--- src/rtl/core/alarm_timer_slot_table_top_defines.svh ---
// assertion macros for the alarm timer slot table
`ifndef ALARM_TIMER_SLOT_TABLE_TOP_DEFINES_SVH
`define ALARM_TIMER_SLOT_TABLE_TOP_DEFINES_SVH

// same-cycle implication, sampled on clk, off during rst
`define ATST_ASSERT_NOW(label, ante, cons, msg) \
  label: assert property (@(posedge clk) disable iff (rst) (ante) |-> (cons)) else $error(msg);

// next-cycle implication, sampled on clk, off during rst
`define ATST_ASSERT_NEXT(label, ante, cons, msg) \
  label: assert property (@(posedge clk) disable iff (rst) (ante) |=> (cons)) else $error(msg);

`endif

--- src/rtl/core/atst_pkg.sv ---
// shared types and constants of the alarm timer slot table
package atst_pkg;

  localparam int SLOT_COUNT  = 16;
  localparam int MAX_RESULTS = 16;
  localparam int IDX_W       = (SLOT_COUNT > 1) ? $clog2(SLOT_COUNT) : 1;
  localparam int FIRE_W      = $clog2(MAX_RESULTS + 1);

  localparam int OWNER_W  = 16;
  localparam int TKIND_W  = 2;
  localparam int TICK_W   = 32;
  localparam int EXPIRY_W = 16;

  localparam logic [EXPIRY_W-1:0] EXPIRY_RESET = 16'd80;
  localparam logic [IDX_W:0]      SLOT_END     = (IDX_W + 1)'(SLOT_COUNT);
  localparam logic [FIRE_W-1:0]   FIRE_MAX     = FIRE_W'(MAX_RESULTS);

  typedef enum logic [2:0] {
    ST_TICK    = 3'd0,
    ST_REARM   = 3'd1,
    ST_NEW     = 3'd2,
    ST_FULL    = 3'd3,
    ST_IGNORED = 3'd4
  } status_t;

  typedef struct packed {
    logic [OWNER_W-1:0] owner;
    logic [TKIND_W-1:0] tkind;
    logic [TICK_W-1:0]  start;
  } slot_t;

  localparam int SLOT_W = $bits(slot_t);

  typedef enum logic [2:0] {
    S_IDLE   = 3'b001,
    S_SCAN   = 3'b010,
    S_FINISH = 3'b100
  } state_t;

endpackage

--- src/rtl/core/atst_if.sv ---
// request, result and configuration channels of the alarm timer slot table
interface atst_req_if import atst_pkg::*; ();
  logic               valid;
  logic               ready;
  logic               kind;
  logic [OWNER_W-1:0] owner_id;
  logic [TKIND_W-1:0] timer_kind;
  logic               request_nonzero;

  modport source (output valid, kind, owner_id, timer_kind, request_nonzero, input ready);
  modport sink   (input valid, kind, owner_id, timer_kind, request_nonzero, output ready);
endinterface

interface atst_rsp_if import atst_pkg::*; ();
  logic               valid;
  logic               ready;
  logic [2:0]         status;
  logic               expired_valid;
  logic [OWNER_W-1:0] expired_owner;
  logic [TICK_W-1:0]  tick_value;
  logic               last;

  modport source (output valid, status, expired_valid, expired_owner, tick_value, last,
                  input ready);
  modport sink   (input valid, status, expired_valid, expired_owner, tick_value, last,
                  output ready);
endinterface

interface atst_cfg_if import atst_pkg::*; ();
  logic                valid;
  logic                ready;
  logic [EXPIRY_W-1:0] data;

  modport source (output valid, data, input ready);
  modport sink   (input valid, data, output ready);
endinterface

--- src/rtl/core/alarm_timer_slot_table_top.sv ---
// alarm timer slot table: slot memory, scan sequencer and result register
//
// channels: req takes one item (tick or arm request), rsp returns result items,
// cfg writes expiry_ticks at any cycle (ready is always high).
// an ignored arm request skips the walk and goes straight to its final result;
// every other item walks all SLOT_COUNT slots of the slot memory through its
// single read port, one read a cycle unless rsp stalls the walk.
// one item is worked on at a time; req.ready is high when the sequencer is
// idle, even while the last result still waits in the output register.
// a tick gives one result per fired slot, or one empty report, last on the
// final one; an arm request gives exactly one result.
// when rsp stalls the walk halts on the next fired slot until the output
// register drains; nothing is dropped.
// reset (synchronous, rst high) frees all slots through their occupied bits,
// clears the tick counter and sets expiry_ticks to 80; there is no
// clearing pass over the memory.
`include "alarm_timer_slot_table_top_defines.svh"

module alarm_timer_slot_table_top import atst_pkg::*; (
  input  logic clk,
  input  logic rst,
  atst_req_if.sink   req,
  atst_rsp_if.source rsp,
  atst_cfg_if.sink   cfg
);

  state_t              state;
  logic [EXPIRY_W-1:0] expiry;
  logic [TICK_W-1:0]   counter;
  logic [SLOT_COUNT-1:0] slot_vld;

  // latched item
  logic               it_arm;
  logic               it_ign;
  logic [OWNER_W-1:0] it_owner;
  logic [TKIND_W-1:0] it_tkind;

  // scan control
  logic [IDX_W:0]     rd_cnt;
  logic               eval_v;
  logic [IDX_W-1:0]   eval_idx;
  logic               match_v;
  logic [IDX_W-1:0]   match_idx;
  logic               free_v;
  logic [IDX_W-1:0]   free_idx;
  logic [FIRE_W-1:0]  fire_cnt;
  logic               pend_v;
  logic [OWNER_W-1:0] pend_owner;

  // output register
  logic               out_valid;
  status_t            out_status;
  logic               out_exp_v;
  logic [OWNER_W-1:0] out_owner;
  logic [TICK_W-1:0]  out_tick;
  logic               out_last;

  slot_t              rdata;
  slot_t              wdata;
  logic               ram_we;
  logic [IDX_W-1:0]   waddr;
  logic [TICK_W-1:0]  age;
  logic               occ;
  logic               fire;
  logic               out_free;
  logic               stall;
  logic               issue;
  logic               scan_done;
  logic               req_acc;

  logic               load;
  status_t            ld_status;
  logic               ld_exp_v;
  logic [OWNER_W-1:0] ld_owner;
  logic               ld_last;

  atst_ram #(.WIDTH(SLOT_W), .DEPTH(SLOT_COUNT)) u_slot_ram (
    .clk   (clk),
    .we    (ram_we),
    .waddr (waddr),
    .wdata (wdata),
    .re    (issue),
    .raddr (rd_cnt[IDX_W-1:0]),
    .rdata (rdata)
  );

  assign req.ready = (state == S_IDLE);
  assign req_acc   = req.valid && req.ready;
  assign cfg.ready = 1'b1;

  assign occ      = slot_vld[eval_idx];
  assign age      = counter - rdata.start;
  assign fire     = eval_v && !it_arm && occ &&
                    (age >= {{(TICK_W-EXPIRY_W){1'b0}}, expiry}) && (fire_cnt < FIRE_MAX);
  assign out_free = !out_valid || rsp.ready;
  // a second fired slot waits until the held one can move to the output register
  assign stall     = fire && pend_v && !out_free;
  assign issue     = (state == S_SCAN) && (rd_cnt < SLOT_END) && !stall;
  assign scan_done = (state == S_SCAN) && (rd_cnt == SLOT_END) && !stall;

  // memory is written only after the walk, so no read can see a stale entry
  assign ram_we = (state == S_FINISH) && out_free && it_arm && !it_ign && (match_v || free_v);
  assign waddr  = match_v ? match_idx : free_idx;
  assign wdata  = '{owner: it_owner, tkind: it_tkind, start: counter};

  always_comb begin
    load      = 1'b0;
    ld_status = ST_TICK;
    ld_exp_v  = 1'b0;
    ld_owner  = '0;
    ld_last   = 1'b1;
    if (fire && pend_v && out_free) begin
      load     = 1'b1;
      ld_exp_v = 1'b1;
      ld_owner = pend_owner;
      ld_last  = 1'b0;
    end else if ((state == S_FINISH) && out_free) begin
      load = 1'b1;
      if (it_arm) begin
        priority if (it_ign) begin
          ld_status = ST_IGNORED;
        end else if (match_v) begin
          ld_status = ST_REARM;
        end else if (free_v) begin
          ld_status = ST_NEW;
        end else begin
          ld_status = ST_FULL;
        end
      end else begin
        ld_exp_v = pend_v;
        ld_owner = pend_v ? pend_owner : '0;
      end
    end
  end

  always_ff @(posedge clk) begin
    if (rst) begin
      state     <= S_IDLE;
      expiry    <= EXPIRY_RESET;
      counter   <= '0;
      slot_vld  <= '0;
      eval_v    <= 1'b0;
      pend_v    <= 1'b0;
      out_valid <= 1'b0;
      rd_cnt    <= '0;
      fire_cnt  <= '0;
      match_v   <= 1'b0;
      free_v    <= 1'b0;
    end else begin
      if (cfg.valid && cfg.ready) begin
        expiry <= cfg.data;
      end

      if (load) begin
        out_valid <= 1'b1;
      end else if (rsp.ready) begin
        out_valid <= 1'b0;
      end

      unique case (state)
        S_IDLE: begin
          if (req_acc) begin
            it_arm   <= req.kind;
            it_owner <= req.owner_id;
            it_tkind <= req.timer_kind;
            it_ign   <= req.kind && (!req.request_nonzero || (req.owner_id == '0));
            rd_cnt   <= '0;
            fire_cnt <= '0;
            match_v  <= 1'b0;
            free_v   <= 1'b0;
            pend_v   <= 1'b0;
            if (!req.kind) begin
              counter <= counter + 1'b1;
            end
            if (req.kind && (!req.request_nonzero || (req.owner_id == '0))) begin
              state <= S_FINISH;
            end else begin
              state <= S_SCAN;
            end
          end
        end
        S_SCAN: begin
          if (issue) begin
            rd_cnt   <= rd_cnt + 1'b1;
            eval_v   <= 1'b1;
            eval_idx <= rd_cnt[IDX_W-1:0];
          end else if (!stall) begin
            eval_v <= 1'b0;
          end
          if (eval_v && !stall) begin
            if (it_arm) begin
              // ascending walk: keep the lowest matching and lowest free slot
              if (!match_v && occ && (rdata.owner == it_owner) && (rdata.tkind == it_tkind)) begin
                match_v   <= 1'b1;
                match_idx <= eval_idx;
              end
              if (!free_v && !occ) begin
                free_v   <= 1'b1;
                free_idx <= eval_idx;
              end
            end else if (fire) begin
              pend_v             <= 1'b1;
              pend_owner         <= rdata.owner;
              slot_vld[eval_idx] <= 1'b0;
              fire_cnt           <= fire_cnt + 1'b1;
            end
          end
          if (scan_done) begin
            state <= S_FINISH;
          end
        end
        S_FINISH: begin
          if (out_free) begin
            state  <= S_IDLE;
            pend_v <= 1'b0;
            if (ram_we && !match_v) begin
              slot_vld[free_idx] <= 1'b1;
            end
          end
        end
        default: begin
          state <= S_IDLE;
        end
      endcase
    end
  end

  always_ff @(posedge clk) begin
    if (load) begin
      out_status <= ld_status;
      out_exp_v  <= ld_exp_v;
      out_owner  <= ld_owner;
      out_tick   <= counter;
      out_last   <= ld_last;
    end
  end

  assign rsp.valid         = out_valid;
  assign rsp.status        = out_status;
  assign rsp.expired_valid = out_exp_v;
  assign rsp.expired_owner = out_owner;
  assign rsp.tick_value    = out_tick;
  assign rsp.last          = out_last;

  `ATST_ASSERT_NOW(a_pend_tick_only, pend_v, !it_arm, "held fired slot during an arm request")
  `ATST_ASSERT_NOW(a_scan_bound, state == S_SCAN, rd_cnt <= SLOT_END, "slot walk ran past the table")
  `ATST_ASSERT_NEXT(a_finish_emits, (state == S_FINISH) && out_free,
                    (state == S_IDLE) && out_valid && out_last, "final result not loaded")
  `ATST_ASSERT_NEXT(a_tick_only_frees, (state == S_SCAN) && !it_arm,
                    $countones(slot_vld) <= $past($countones(slot_vld)),
                    "tick walk occupied a slot")

endmodule

--- src/rtl/core/atst_ram.sv ---
// generic single-port-write, registered-read ram
module atst_ram #(
  parameter int WIDTH = 8,
  parameter int DEPTH = 16
) (
  input  logic                                    clk,
  input  logic                                    we,
  input  logic [((DEPTH > 1) ? $clog2(DEPTH) : 1)-1:0] waddr,
  input  logic [WIDTH-1:0]                        wdata,
  input  logic                                    re,
  input  logic [((DEPTH > 1) ? $clog2(DEPTH) : 1)-1:0] raddr,
  output logic [WIDTH-1:0]                        rdata
);

  logic [WIDTH-1:0] mem [DEPTH];

  always_ff @(posedge clk) begin
    if (we) begin
      mem[waddr] <= wdata;
    end
    if (re) begin
      rdata <= mem[raddr];
    end
  end

endmodule
--- src/flat_wrapper.sv ---
// flat-port wrapper written by rule: the top's interface ports become plain ports
module alarm_timer_slot_table_top_flat import atst_pkg::*;
  (clk, rst, req_valid, req_kind, req_owner_id, req_timer_kind, req_request_nonzero, req_ready, rsp_valid, rsp_status, rsp_expired_valid, rsp_expired_owner, rsp_tick_value, rsp_last, rsp_ready, cfg_valid, cfg_data, cfg_ready);
  atst_req_if req_i ();
  atst_rsp_if rsp_i ();
  atst_cfg_if cfg_i ();
  input  logic clk;
  input  logic rst;
  input wire logic [$bits(req_i.valid)-1:0] req_valid;
  input wire logic [$bits(req_i.kind)-1:0] req_kind;
  input wire logic [$bits(req_i.owner_id)-1:0] req_owner_id;
  input wire logic [$bits(req_i.timer_kind)-1:0] req_timer_kind;
  input wire logic [$bits(req_i.request_nonzero)-1:0] req_request_nonzero;
  output wire logic [$bits(req_i.ready)-1:0] req_ready;
  output wire logic [$bits(rsp_i.valid)-1:0] rsp_valid;
  output wire logic [$bits(rsp_i.status)-1:0] rsp_status;
  output wire logic [$bits(rsp_i.expired_valid)-1:0] rsp_expired_valid;
  output wire logic [$bits(rsp_i.expired_owner)-1:0] rsp_expired_owner;
  output wire logic [$bits(rsp_i.tick_value)-1:0] rsp_tick_value;
  output wire logic [$bits(rsp_i.last)-1:0] rsp_last;
  input wire logic [$bits(rsp_i.ready)-1:0] rsp_ready;
  input wire logic [$bits(cfg_i.valid)-1:0] cfg_valid;
  input wire logic [$bits(cfg_i.data)-1:0] cfg_data;
  output wire logic [$bits(cfg_i.ready)-1:0] cfg_ready;
  assign req_i.valid = req_valid;
  assign req_i.kind = req_kind;
  assign req_i.owner_id = req_owner_id;
  assign req_i.timer_kind = req_timer_kind;
  assign req_i.request_nonzero = req_request_nonzero;
  assign req_ready = req_i.ready;
  assign rsp_valid = rsp_i.valid;
  assign rsp_status = rsp_i.status;
  assign rsp_expired_valid = rsp_i.expired_valid;
  assign rsp_expired_owner = rsp_i.expired_owner;
  assign rsp_tick_value = rsp_i.tick_value;
  assign rsp_last = rsp_i.last;
  assign rsp_i.ready = rsp_ready;
  assign cfg_i.valid = cfg_valid;
  assign cfg_i.data = cfg_data;
  assign cfg_ready = cfg_i.ready;
  alarm_timer_slot_table_top u_core (.clk(clk), .rst(rst), .req(req_i), .rsp(rsp_i), .cfg(cfg_i));
endmodule
--- config.mk ---
export PLATFORM = sky130hd
export DESIGN_NAME = alarm_timer_slot_table_top_flat
export DESIGN_NICKNAME = d
export VERILOG_FILES = /design/src/rtl/core/atst_pkg.sv /design/src/rtl/core/atst_if.sv /design/src/rtl/core/alarm_timer_slot_table_top.sv /design/src/rtl/core/atst_ram.sv /design/src/flat_wrapper.sv
export VERILOG_INCLUDE_DIRS = /design/src /design/src/rtl/core
export SDC_FILE = /design/constraint.sdc
export NUM_CORES = 1
export LEC_CHECK = 0
export BUFFER_PORTS_ARGS = -buffer_cell sky130_fd_sc_hd__clkbuf_2
export CAP_MARGIN = 20
export CORE_MARGIN = 2
export CORE_UTILIZATION = 60
export DETAILED_ROUTE_END_ITERATION = 10
export GPL_TIMING_DRIVEN = 0
export PLACE_DENSITY = 0.77
export REMOVE_ABC_BUFFERS = 1
export SETUP_SLACK_MARGIN = 0.3
export SLEW_MARGIN = 10
export SYNTH_ARGS = -nofsm -noshare
export SYNTH_HDL_FRONTEND = slang
export SYNTH_HIERARCHICAL = 1
export SYNTH_SLANG_ARGS = --single-unit
--- constraint.sdc ---
create_clock -name clk -period 10.72 [get_ports clk]
set_input_delay 1.072 -clock clk [delete_from_list [all_inputs] [get_ports clk]]
set_output_delay 1.072 -clock clk [all_outputs]
set_load 0.01 [all_outputs]
==> results.py <==
metrics = {
    "global_routing": {
        "overflow": 0,
        "grt_pass1_vias": 22900,
        "grt_max_degree": 56,
        "track_usage": 0.280,
        "grt_pass1_wl_um": 144000,
        "antenna_found_initial": 1,
    },
    "clocking": {
        "root_buffer": "clkbuf_16",
        "holdBufCountCts": 0,
        "clk_pin_slew_ns": 0.06,
        "clock-sinks": 1033,
        "clk_latency_ns": 0.68,
        "cts_max_path_buffers": 3,
        "cts_resized": 0,
        "post_cts.repair.setup_buffers": 0,
        "cts_tree": "built",
        "cts-htree-levels": 3,
        "cts_buffers": 100,
    },
    "finish": {
        "layout_common_cells": "edfxtp_1, mux4_2, nand2_1",
        "syn_to_final_growth_pct": 15.0,
        "multi_input_area_um2": 10200,
        "nets": 2503,
        "final_layout_size_suffix_gt1_frac": 0.236,
        "regArea_um2": 30200,
        "fin_cells": 3368,
        "fillers": 4034,
        "diodes": 0,
        "final_common_cell": "edfxtp_1",
    },
    "setup_path": {
        "cp_slowest_stage_delay_ns": 0.87,
        "critPathTopFamily": "simple AND/OR/NAND/NOR gates",
        "r2r_start": "u_core/counter[0]",
        "end_kind": "register",
        "cp_slowest_cell": "dfxtp_1",
        "r2r_slack_ns": 3.80,
        "start_kind": "register",
        "cp.required_ns": 11.09,
        "worst_path_most_repeated_cell": "buf_8",
        "cp_max_fo": 21,
        "critPathArrivalTime_ns": 7.28,
        "path_buf_inv": 4,
        "r2r_cells": 21,
        "path_class": "reg -> reg",
        "r2r-end": "u_core/u_slot_ram/rdata[2]",
        "crit_chain": "inv_1 > ha_1 > fa_1 > nor2b_1 > o2111ai_1 > a21o_1 > nand2_1 > xor2_1 > ha_1 > nor2b_1 > o21ai_0 > o21ai_0 > or3_1 > nor4_1 > o2111a_2 > a41oi_4 > and4_1 > nor3_4 > buf_8 > buf_8 > buf_8",
    },
    "timing": {
        "setup_viol": 0,
        "post-route-min-period_ns": 6.92,
        "max_clock_freq_ghz": 0.145,
        "hold_viol_final": 0,
        "rsz0062_at_grt": "false",
        "worst_pin_slew_ns": 1.09,
        "clock_skew_ns": 0.0359,
        "setup_slack_ns": 3.80,
        "fin_crit_sh": 0.645,
        "relSlewSlack": 0.269,
        "drv_slew": 0,
    },
    "worst_hold_path": {
        "holdPathStages": 0,
        "hp-start": "u_core/u_slot_ram/rdata[45]",
        "min_to": "u_core/pend_owner[11]",
        "min_path_type": "reg -> reg",
    },
    "synth": {
        "synth.distinct_cells": 71,
        "ys_warn_count": 6,
        "syn-cell-area_um2": 40900,
        "synth.avg_cell_area_um2": 18.4,
        "ys_seq_area_frac": 0.738,
        "synthCells": 2225,
        "synth_edf_count": 951,
        "ys_ff_latch": 1033,
        "synthArstFlopShare": 0,
        "synth-main-ff-cell": "edfxtp_1",
    },
    "power": {
        "powerDensity_nw_per_um2": 172,
        "finalPower_mw": 8.08,
        "irDropWorstVdd_uv": 149,
        "leakage_nw": 14.2,
    },
    "die": {
        "die_h_um": 265,
        "die_w_um": 265,
        "initial_core_util": 0.608,
        "die-area_um2": 70300,
        "coreArea_um2": 67300,
        "io_pins": 97,
        "num_rows": 95,
    },
    "placed_design": {
        "port_buffers": 95,
        "dp_hpwl_um": 60100,
        "placed_cells": 3181,
        "place.gp.congestion": 0.829,
        "pre_cts_slack_ns": 3.98,
    },
    "route": {
        "first_iter_violations": 2379,
        "wl_per_cell_um": 28.8,
        "firstDrtPassIters": 7,
        "antenna_left": 0,
        "drc": 0,
        "vias_per_cell": 6.61,
        "dr_total_vias": 22300,
        "wl_um": 96900,
    },
    "outcome": {
        "status": "finished clean",
    },
    "flow_run": {
        "max_cap_viol_count": 0,
    },
}
## cells by family (layout without fill, tap and decap cells)
family / count (synthesis) / after routing / share of synthesized area
AO/OA/AOI/OAI: 285 / 285 / 0.0479
XOR/XNOR: 70 / 70 / 0.0150
adder cells (fa/ha/maj): 52 / 52 / 0.0161
buffers and inverters: 164 / 434 / 0.0171
flip-flops: 1033 / 1033 / 0.738
multiplexers: 229 / 229 / 0.119
other: 1 / 1 / 0.0000917
AND/OR/NAND/NOR: 391 / 391 / 0.0464
## worst max path at each step
| stage | from | endpoint | slack, ns | cells past startpoint |
|---|---|---|---|---|
| 3_3_place_gp | u_core/rd_cnt[0] | u_core/u_slot_ram/rdata[8] | -2.56 | 3 |
| 2_1_floorplan | u_core/rd_cnt[0] | u_core/eval_idx[0] | 1.18 | 0 |
| 4_1_cts | u_core/counter[0] | u_core/u_slot_ram/rdata[2] | 3.89 | 21 |
| 6_report | u_core/counter[0] | u_core/u_slot_ram/rdata[2] | 3.80 | 21 |
| 5_1_grt | u_core/counter[0] | u_core/u_slot_ram/rdata[3] | 3.57 | 21 |
| 3_5_place_dp | u_core/counter[0] | u_core/u_slot_ram/rdata[11] | 3.98 | 21 |
## through the flow
stage                      util  cell area, um^2  TNS (ns)  hold slack, ns
final                     0.699            47000         0           0.460
after global routing      0.699            47000         0           0.468
after CTS                 0.699            47000         0           0.454
after detailed placement  0.649            43700         0           0.457
after global placement    0.625            42000   -149.24           0.450
after floorplan               -            40500         0           0.441
## registers in the layout (all words and copies together) (netlist names), 4 cells and up
| signal | cells |
|---|---|
| u_core/u_slot_ram/mem | 800 |
| u_core/u_slot_ram/rdata | 50 |
| u_core/counter | 32 |
| u_core/rsp.tick_value | 32 |
| u_core/expiry | 16 |
| u_core/it_owner | 16 |
| u_core/pend_owner | 16 |
| u_core/rsp.expired_owner | 16 |
| u_core/slot_vld | 16 |
| u_core/fire_cnt | 5 |
| u_core/rd_cnt | 5 |
| u_core/eval_idx | 4 |
| u_core/free_idx | 4 |
| u_core/match_idx | 4 |
## report_power, final
| group | switching [mW] | internal [mW] | total (mW) |
|---|---|---|---|
| clock | 1.54 | 2.05 | 3.59 |
| combinational | 0.0608 | 0.0395 | 0.100 |
| sequential | 0.0252 | 4.37 | 4.39 |
## metal layers
layer	share of wire	GRT usage	up-vias
li1	-	-	9318
met1	0.38	0.374	11500
met2	0.51	0.476	1186
met3	0.079	0.0398	252
met4	0.038	0.105	0
met5	0	0	-
## cell type report
type                       instances  share of cell area
inverter                          70             0.00559
sequential                      1033               0.642
multi-input combinational       1028               0.216
clock inverter                    69              0.0163
tap                              873              0.0232
timing repair buffer             177              0.0413
clock buffer                     118              0.0555
## Yosys cell counts, types with 4 or more instances
cell,number,area [um^2]
nand2b_1,18,113
a21oi_1,62,310
a22oi_1,101,758
and3_1,12,75.1
mux2i_1,20,200
buf_2,22,110
clkbuf_1,49,184
xnor2_1,33,289
inv_1,70,263
a211oi_1,5,37.5
or3_1,12,75.1
nand3b_1,5,37.5
nor4_1,10,62.6
nand2_1,121,454
ha_1,51,638
nor2_1,96,360
mux4_2,205,4620
o211ai_1,14,105
dfxtp_1,82,1640
nand3_1,27,135
o21ai_1,9,45.0
mux2_2,4,45.0
o21a_1,7,52.6
nor2b_1,10,62.6
and2_1,20,125
or2_2,4,25.0
and4_1,5,43.8
buf_4,11,82.6
buf_1,10,37.5
a21o_1,12,90.1
nand4_1,18,113
edfxtp_1,951,28600
xor2_1,37,324
nor3_1,18,90.1
o32ai_1,8,70.1
a31oi_1,8,50.1
o21ai_0,32,160
Power figures use the tool's default switching activity.
